$ cat config.mk
export PLATFORM = sky130hd
export DESIGN_NAME = qba_ctrl
export DESIGN_NICKNAME = d
export VERILOG_FILES = /design/src/rtl/qba_pkg.sv /design/src/rtl/qba_ctrl.sv
export VERILOG_INCLUDE_DIRS = /design/src /design/src/rtl
export SDC_FILE = /design/constraint.sdc
export NUM_CORES = 1
export LEC_CHECK = 0
export ABC_AREA = 1
export ABC_CLOCK_PERIOD_IN_PS = 1500
export BUFFER_PORTS_ARGS = -buffer_cell sky130_fd_sc_hd__buf_2
export CORE_UTILIZATION = 30
export DETAILED_ROUTE_END_ITERATION = 8
export PLACE_DENSITY = 0.66
export SLEW_MARGIN = 25
export SYNTH_ARGS = -nofsm -noshare
export SYNTH_HDL_FRONTEND = slang
export SYNTH_SLANG_ARGS = --single-unit
$ cat constraint.sdc
create_clock -name clock -period 1.5 [get_ports clock]
set_clock_uncertainty 0.15 [all_clocks]
set_input_delay 0.15 -clock clock [delete_from_list [all_inputs] [get_ports clock]]
set_output_delay 0.15 -clock clock [all_outputs]
set_load 0.03 [all_outputs]
$ cat src/rtl/quadtree_buddy_allocator_assert.svh
// Assertion macros shared by the quadtree buddy allocator modules.
`ifndef QUADTREE_BUDDY_ALLOCATOR_ASSERT_SVH
`define QUADTREE_BUDDY_ALLOCATOR_ASSERT_SVH

// Check that a condition holds at every clock edge outside reset.
`define QBA_ASSERT_ALWAYS(lbl, clk, rst, cond) \
   lbl: assert property (@(posedge clk) disable iff (rst) (cond)) \
      else $error("quadtree buddy allocator check failed");

// Check a same-cycle implication outside reset.
`define QBA_ASSERT_IMPLY(lbl, clk, rst, ante, cons) \
   lbl: assert property (@(posedge clk) disable iff (rst) (ante) |-> (cons)) \
      else $error("quadtree buddy allocator check failed");

// Check a next-cycle implication outside reset.
`define QBA_ASSERT_NEXT(lbl, clk, rst, ante, cons) \
   lbl: assert property (@(posedge clk) disable iff (rst) (ante) |=> (cons)) \
      else $error("quadtree buddy allocator check failed");

`endif

$ cat src/rtl/qba_pkg.sv
// Types, codes and controller/datapath interface of the quadtree buddy allocator.
`timescale 1ns / 1ps
`default_nettype none

package qba_pkg;

   typedef logic [14:0] node_type;
   typedef logic [6:0]  pos_type;
   typedef logic [7:0]  mask_type;
   typedef logic [2:0]  lvl_type;
   typedef logic [1:0]  lane_type;
   typedef logic [3:0][7:0] row_type;

   localparam logic OP_ALLOC   = 1'b0;
   localparam logic OP_RELEASE = 1'b1;

   localparam mask_type MASK_FREE = 8'hFF;
   localparam mask_type MASK_USED = 8'h00;

   typedef struct packed {
      logic clear_wr;
      logic load;
      logic desc_step;
      logic mark;
      logic up_rd;
      logic up_wr;
      logic respond;
      logic resp_ok;
   } cmd_type;

   typedef struct packed {
      logic is_release;
      logic lvl_bad;
      logic idx_bad;
      logic root_hit;
      logic lvl_zero;
      logic found;
      logic desc_last;
      logic up_same;
      logic up_last;
      logic clear_last;
   } stat_type;

endpackage

`default_nettype wire

$ cat src/rtl/qba_ctrl.sv
// Controller: sequences clearing, descent, marking, upward refresh and the result word.
`timescale 1ns / 1ps
`default_nettype none

`include "quadtree_buddy_allocator_assert.svh"

module qba_ctrl (
   input  wire logic              clock,
   input  wire logic              reset,
   input  wire logic              req_start,
   output logic                   busy,
   output qba_pkg::cmd_type       cmd,
   input  wire qba_pkg::stat_type stat
);

   typedef enum logic [3:0] {
      ST_CLEAR,
      ST_IDLE,
      ST_CHECK,
      ST_DRD,
      ST_DEV,
      ST_MARK,
      ST_URD,
      ST_UEV,
      ST_DONE,
      ST_FAIL
   } state_type;

   state_type state_ff;
   logic      busy_ff;

   always_comb begin
      cmd = '0;
      unique case (state_ff)
         ST_CLEAR: cmd.clear_wr  = 1'b1;
         ST_IDLE:  cmd.load      = req_start;
         ST_DEV:   cmd.desc_step = stat.found;
         ST_MARK:  cmd.mark      = 1'b1;
         ST_URD:   cmd.up_rd     = 1'b1;
         ST_UEV:   cmd.up_wr     = !stat.up_same;
         ST_DONE: begin
            cmd.respond = 1'b1;
            cmd.resp_ok = 1'b1;
         end
         ST_FAIL:  cmd.respond   = 1'b1;
         default:  cmd = '0;
      endcase
   end

   always_ff @(posedge clock) begin
      if (reset) begin
         state_ff <= ST_CLEAR;
         busy_ff  <= 1'b1;
      end else begin
         unique case (state_ff)
            ST_CLEAR: begin
               if (stat.clear_last) begin
                  state_ff <= ST_IDLE;
                  busy_ff  <= 1'b0;
               end
            end
            ST_IDLE: begin
               if (req_start) begin
                  state_ff <= ST_CHECK;
                  busy_ff  <= 1'b1;
               end
            end
            ST_CHECK: begin
               priority if (stat.is_release) begin
                  state_ff <= stat.idx_bad ? ST_FAIL : ST_MARK;
               end else if (stat.lvl_bad || !stat.root_hit) begin
                  state_ff <= ST_FAIL;
               end else if (stat.lvl_zero) begin
                  state_ff <= ST_MARK;
               end else begin
                  state_ff <= ST_DRD;
               end
            end
            ST_DRD: state_ff <= ST_DEV;
            ST_DEV: begin
               priority if (!stat.found) begin
                  state_ff <= ST_FAIL;
               end else if (stat.desc_last) begin
                  state_ff <= ST_MARK;
               end else begin
                  state_ff <= ST_DRD;
               end
            end
            ST_MARK: state_ff <= stat.lvl_zero ? ST_DONE : ST_URD;
            ST_URD:  state_ff <= ST_UEV;
            ST_UEV: begin
               if (stat.up_same || stat.up_last) begin
                  state_ff <= ST_DONE;
               end else begin
                  state_ff <= ST_URD;
               end
            end
            ST_DONE, ST_FAIL: begin
               state_ff <= ST_IDLE;
               busy_ff  <= 1'b0;
            end
            default: begin
               state_ff <= ST_IDLE;
               busy_ff  <= 1'b0;
            end
         endcase
      end
   end

   assign busy = busy_ff;

   `QBA_ASSERT_NEXT(a_respond_frees, clock, reset, cmd.respond, !busy_ff)
   `QBA_ASSERT_ALWAYS(a_one_writer, clock, reset, $onehot0({cmd.clear_wr, cmd.mark, cmd.up_wr}))
   `QBA_ASSERT_IMPLY(a_load_when_free, clock, reset, cmd.load, !busy_ff)

endmodule

`default_nettype wire

# Word level (Yosys, flattened, before mapping)
# Cells that the tools add are included.
totals:
  reg_bits: 5
  out_inout_bits: 9
  wordCells: 45
  in_bits: 13
classes:
  n_reduce_logical: 9
  muxes: 22
  eq_ne: 11
  bitwise: 1
ops:
  columns: ["cell", "n"]
  rows:
  - ["$mux 4", 8]
  - ["$pmux 4 s8", 1]
  - ["$eq 4x3->1 const B", 4]
  - ["$mux 1", 10]
  - ["$eq 4x2->1 const B", 2]
  - ["$eq 4x4->1 const B", 2]
  - ["$mux 3", 2]
  - ["$reduce_or 6->1", 1]
  - ["$eq 4x1->1 const B", 1]
  - ["$logic_not 4->1", 1]
  - ["$ne 2x2->1 const B", 2]
  - ["$pmux 1 s3", 1]
  - ["$reduce_and 3->1", 1]
  - ["$logic_not 1->1", 2]
  - ["$logic_or 1x1->1", 2]
  - ["$reduce_and 2->1", 1]
  - ["$reduce_or 2->1", 1]
  - ["$not 1->1", 1]

# Longest topological paths before layout
# Gate-level depths: netlist (run 1).
depth:
  depth_word: 5
  ltp_mapped: 8
  mapped_depth_nobuf: 8

# Worst setup path after synthesis (run 1)
# No wires, ideal clock.
synth_path:
  path_type: "register to output"
  startpoint: "register state_ff[1]"
  endpoint: "output port cmd[0] (netlist bit)"
  n_path_buf: 0
  t_required_ps: 1200
  setup_slack_ps: -100
  stages_incl_launch_ff: 4
  t_arrival_ps: 1300
  cell_sequence: "dfxtp_1 > nor2_1 > inv_1 > nor3_1"
synth_lines:
  columns: ["element", "line", "rtl"]
  rows:
  - ["start: declaration", "qba_ctrl.sv:29", "state_type state_ff;"]
  - ["start signal: assignment", "qba_ctrl.sv:70", "state_ff <= stat.idx_bad ? ST_FAIL : ST_MARK;"]
  - ["start signal: assignment", "qba_ctrl.sv:89", "ST_MARK: state_ff <= stat.lvl_zero ? ST_DONE : ST_URD;"]
  - ["end: declaration", "qba_ctrl.sv:12", "output qba_pkg::cmd_type cmd,"]

==> flow_metrics.env, run 1 <==
export IMPL_io_pins=22
export IMPL_combPwrFrac_pct=37.1
export IMPL_status="completed"
export IMPL_cts_made_buffers=3
export IMPL_rr_startpoint="state_ff[2]"
export IMPL_final_nets=125
export IMPL_min_delay_start="req_start"
export IMPL_ys_seq_area_share_pct=22.3
export IMPL_start_kind="flop"
export IMPL_dp_slack_ns=0.118
export IMPL_cp_startpoint="state_ff[3]"
export IMPL_ant_nets=0
export IMPL_antennaDiodeCount=0
export IMPL_grt_max_degree=8
export IMPL_maxCapViolCount=0
export IMPL_clkPwrFrac_pct=30.5
export IMPL_hold_class="in2reg"
export IMPL_whs_ns=0.103
export IMPL_rsz0062_at_grt="yes"
export IMPL_final_hold_viol_count=0
export IMPL_vias_per_cell=4.59
export IMPL_avgSynthCellArea_um2=5.46
export IMPL_slew_headroom_pct=86.0
export IMPL_cp_end_kind="output pin"
export IMPL_period_share_pct=98.0
export IMPL_max_stage_delay_ns=0.36
export IMPL_synth_cells=82
export IMPL_cts_max_level=1
export IMPL_dr_pass1_iters=4
export IMPL_grt_pass1_wl_um=1850
export IMPL_dr_first_iter_drc_count=9
export IMPL_synth_area_um2=448
export IMPL_critPathArrivalTime_ns=1.17
export IMPL_dr_total_vias=578
export IMPL_netSwitchingPower_uw=190
export IMPL_internal_power_uw=321
export IMPL_fp_dieArea_um2=1650
export IMPL_power_density_nw_per_um2=728
export IMPL_cts_tree="yes"
export IMPL_chipHeight_um=40.6
export IMPL_report_final_setup_viol=0
export IMPL_fill_cells=140
export IMPL_synthTopCellsByArea="dfxtp_1 22%, nor2_1 17%, nand2_1 14%, inv_1 11%, nand3_1 6.7%"
export IMPL_first_global_vias=488
export IMPL_crit_type="reg2out"
export IMPL_multi_input_area_um2=327
export IMPL_path_clk_slew_ns=0.04
export IMPL_antenna_found_initial=0
export IMPL_dp_hpwl_um=951
export IMPL_coreArea_um2=1350
export IMPL_yosysUniqueCellTypes=15
export IMPL_wirelength_um=1200
export IMPL_place_congestion=0.767
export IMPL_area_growth_pct=56.4
export IMPL_slew_viol_final=0
export IMPL_cp_max_fo=5
export IMPL_leakage_uw=0.000374
export IMPL_synth_top_area_cell="dfxtp_1"
export IMPL_rows=13
export IMPL_required_ns=1.20
export IMPL_period_needed_ns=1.47
export IMPL_setup_slack_ns=0.0303
export IMPL_avgRoutedWirePerCell_um=9.52
export IMPL_clock_latency_ns=0.24
export IMPL_ff_latch_area_um2=113
export IMPL_switching_share_pct=37.2
export IMPL_portBuffers=21
export IMPL_tightest_slew_ns=0.209
export IMPL_ys_warn_count=0
export IMPL_synth_top_area_share_pct=22.3
export IMPL_ys_seq_elements=5
export IMPL_root_buffer="clkbuf_4"
export IMPL_fin_cells=126
export IMPL_fmax_mhz=680
export IMPL_track_usage_pct=17.6
export IMPL_initial_utilization_pct=33.2
export IMPL_syn_nets=95
export IMPL_pwr_share_seq_pct=32.4
export IMPL_clockBufferDepth=2
export IMPL_die_w_um=40.6
export IMPL_placed_cells=118
export IMPL_critical_path_cell_chain="inv_2 > nand2_1 > nor3_2 > buf_4"
export IMPL_drc=0
export IMPL_cp_slowest_cell="dfxtp_2"
export IMPL_tns_ns=0
export IMPL_cp_num_buf_inv=2
export IMPL_cts_sinks=5
export IMPL_drive_gt1_share_pct=45.0
export IMPL_crit_family="flip-flops"
export IMPL_grt_ovfl_total=0
export IMPL_ir_worst_vdd_uv=438
-- through the flow --
stage | total power [uW] | instance area, um^2 | util (%)
after floorplan | 275 | 458 | -
after global placement | 323 | 582 | 43.1
after detailed placement | 325 | 582 | 43.1
after CTS | 508 | 656 | 48.6
after global routing | 555 | 701 | 51.9
final | 510 | 701 | 51.9
-- worst paths after layout --
path                                    end  slack, ns  depth (start not counted)
worst max register to register  state_ff[1]       0.19                          9
worst min register to register         busy       0.34                          2
worst max-delay path                 cmd[4]       0.03                          4
worst min-delay path            state_ff[0]       0.10                          4
-- synthesized netlist by cell type --
| master | n |
|---|---|
| a21oi_1 | 3 |
| dfxtp_1 | 5 |
| inv_1 | 13 |
| inv_2 | 2 |
| nand2_1 | 17 |
| nand2_2 | 1 |
| nand3_1 | 6 |
| nand3b_1 | 4 |
| nor2_1 | 20 |
| nor2_2 | 3 |
| nor2_4 | 1 |
| nor3_1 | 3 |
| nor3_2 | 1 |
| o21ai_0 | 2 |
| or2_2 | 1 |
-- cell families (layout without fill, tap and decap cells) --
kind of cell / count (synthesis) / after routing / share of synthesized area (%)
buffers and inverters: 15 / 44 / 12.6
flip-flops: 5 / 5 / 22.3
AND/OR/NAND/NOR: 57 / 57 / 59.5
AO/OA/AOI/OAI: 5 / 5 / 5.59
-- per-layer routing --
layer	track usage (%)	vias up	part of all wire (%)
li1	-	311	-
met1	18.8	244	47
met2	31.7	21	46
met3	4.89	2	5.4
met4	7.50	0	0.67
met5	0	-	0
-- flip-flops by register name, indices dropped and copies added (netlist names) --
register,flops
busy,1
state_ff,4
-- timing repair --
item,CTS,global route
endpoints found under the hold margin,3,0
pin swaps,2,2
buffers inserted,1,2
hold buffers,1,0
resized for setup,15,12
endpoints found under the setup margin,7,6
-- layout make-up --
cell class	count	share of cell area (%)
multi-input combinational	62	46.6
timing repair buffer	25	22.9
sequential	5	16.1
inverter	15	8.04
clock buffer	4	3.75
tap	15	2.68
-- worst register-to-register path, cell delays in order (launching register included) --
cell,delay (ns)
dfxtp_4,0.38
inv_2,0.05
nor2_4,0.15
buf_4,0.14
nand3_1,0.06
nand2_1,0.09
nor2_1,0.05
nand2_1,0.05
nand2_1,0.05
nor2_2,0.07
-- power groups by stage --
stage	clock network (uW)	logic, uW	registers (uW)
2_1_floorplan	0	106	169
3_5_place_dp	0	163	163
4_1_cts	162	179	167
3_3_place_gp	0	161	162
6_report	155	189	166
5_1_grt	174	213	167
-- cells in the final DEF, fill, tap and decap left out, types with 3 or more instances in the layout --
cell type  instances
buf_2             15
nor2_1            15
inv_1             11
buf_4              6
nand3b_1           4
nand3_1            6
dfxtp_4            3
nor2_2             6
inv_2              4
nor3_2             3
nor2_4             3
a21oi_1            3
nand2_1           16
clkbuf_4           4
No activity file was read; power rests on OpenSTA's default activity.
==> run 2: changes to the inputs <==
--- a/config.mk
+++ b/config.mk
@@ -10,6 +10,7 @@
 export ABC_CLOCK_PERIOD_IN_PS = 1500
 export BUFFER_PORTS_ARGS = -buffer_cell sky130_fd_sc_hd__buf_2
 export CORE_UTILIZATION = 30
+export CTS_BUF_LIST = sky130_fd_sc_hd__clkbuf_4 sky130_fd_sc_hd__clkbuf_8
 export DETAILED_ROUTE_END_ITERATION = 8
 export PLACE_DENSITY = 0.66
 export SLEW_MARGIN = 25
==> run 2 against run 1 <==
Global-route usage shrank 0.34 points. Critical endpoint unchanged. Die area is the same. Clock power grew 11%. Non-clock buffer count is the same. Via count shrank 0.87%. Cell area grew 0.54%. Critical path depth is the same. Final cell count is the same. Largest power group unchanged. Core utilization grew 0.28 points.
==> flow_metrics.env, run 2 (synthesized netlist as in run 1, its figures left out) <==
export IMPL_status="completed"
export IMPL_avgRoutedWirePerCell_um=9.56
export IMPL_io_pins=22
export IMPL_required_ns=1.20
export IMPL_final_hold_viol_count=0
export IMPL_fill_cells=142
export IMPL_grt_pass1_wl_um=1800
export IMPL_clockBufferDepth=2
export IMPL_drc=0
export IMPL_root_buffer="clkbuf_4"
export IMPL_cp_end_kind="output pin"
export IMPL_crit_type="reg2out"
export IMPL_fp_dieArea_um2=1650
export IMPL_period_needed_ns=1.47
export IMPL_regMostFlops="state_ff"
export IMPL_clock_latency_ns=0.24
export IMPL_power_density_nw_per_um2=750
export IMPL_critPathArrivalTime_ns=1.17
export IMPL_report_final_setup_viol=0
export IMPL_dr_pass1_iters=4
export IMPL_ff_latch_area_um2=113
export IMPL_cts_max_level=1
export IMPL_die_w_um=40.6
export IMPL_drive_gt1_share_pct=45.9
export IMPL_chipHeight_um=40.6
export IMPL_cts_tree="yes"
export IMPL_track_usage_pct=17.2
export IMPL_setup_slack_ns=0.0310
export IMPL_dr_first_iter_drc_count=9
export IMPL_final_nets=125
export IMPL_most_common_layout_cells="16 x nand2_1, 15 x nor2_1, 15 x buf_2"
export IMPL_ant_nets=0
export IMPL_multi_input_area_um2=327
export IMPL_dp_slack_ns=0.118
export IMPL_initial_utilization_pct=33.2
export IMPL_coreArea_um2=1350
export IMPL_slew_headroom_pct=86.0
export IMPL_vias_per_cell=4.55
export IMPL_wirelength_um=1210
export IMPL_place_congestion=0.767
export IMPL_layout_commonest_cell="nand2_1"
export IMPL_rsz0062_at_grt="yes"
export IMPL_cts_made_buffers=3
export IMPL_start_kind="flop"
export IMPL_grt_ovfl_total=0
export IMPL_path_clk_slew_ns=0.04
export IMPL_area_growth_pct=57.3
export IMPL_ir_worst_vdd_uv=445
export IMPL_antennaDiodeCount=0
export IMPL_dr_total_vias=573
export IMPL_power_uw=528
export IMPL_grt_max_degree=8
export IMPL_fmax_mhz=681
export IMPL_dp_hpwl_um=951
export IMPL_r2r_slack_ns=0.19
export IMPL_hold_class="in2reg"
export IMPL_antenna_found_initial=0
export IMPL_rows=13
export IMPL_maxCapViolCount=0
export IMPL_first_global_vias=480
export IMPL_cp_max_fo=5
export IMPL_largest_reg_flops=4
export IMPL_tightest_slew_ns=0.209
export IMPL_whs_ns=0.107
export IMPL_cts_sinks=5
export IMPL_slew_viol_final=0
export IMPL_leakage_uw=0.000377
export IMPL_portBuffers=21
export IMPL_period_share_pct=97.9
run 2: cell counts in the layout (fill, tap and decap cells not counted):
Identical to the previous run, type by type.
run 2: worst paths after layout:
kind / from / cells after the start / end
setup reg to reg: state_ff[2] / 9 / state_ff[1]
setup / recovery: state_ff[3] / 4 / cmd[4]
hold / removal: req_start / 4 / state_ff[0]
hold reg to reg: busy / 2 / busy
run 2: per-layer routing:
| layer | track usage (%) | wire [um] |
|---|---|---|
| met5 | 0 | 0 |
| met4 | 7.50 | 0 |
| met3 | 4.89 | 63 |
| met2 | 31.0 | 560 |
| met1 | 18.5 | 581 |
run 2: final cells by class:
cell class | instances | area share, %
multi-input cells | 62 | 46.4
repair buffers | 25 | 22.7
flip-flops and latches | 5 | 16.0
inverters | 15 | 7.99
clock buffers | 4 | 4.26
well taps | 15 | 2.66
run 2: power by group:
part,total [uW],internal [uW],switching (uW)
Clock,172,118,53.5
Combinational,190,73.7,116
Sequential,166,146,19.5
Total,528,339,189
run 2: per-stage QoR:
step | TNS (ns) | instances | util, % | cell area, um^2
2_1_floorplan | 0 | 82 | - | 458
3_3_place_gp | 0 | 118 | 43.1 | 582
3_5_place_dp | 0 | 118 | 43.1 | 582
4_1_cts | 0 | 124 | 48.8 | 659
5_1_grt | -0.0440 | 126 | 52.2 | 704
6_report | 0 | 126 | 52.2 | 704
run 2: worst max-delay path, stage by stage (launching register included):
cell and delay (ns):
dfxtp_2 0.36, inv_2 0.09, nand2_1 0.10, nor3_2 0.18, buf_4 0.20
run 2: what timing repair did:
| action | in CTS | in global routing |
|---|---|---|
| gates resized for setup | 15 | 12 |
| pin swaps | 2 | 2 |
| setup buffers | 1 | 2 |
| endpoints found under the hold margin | 3 | 0 |
| endpoints found under the setup margin | 7 | 6 |
| hold buffers | 1 | 0 |
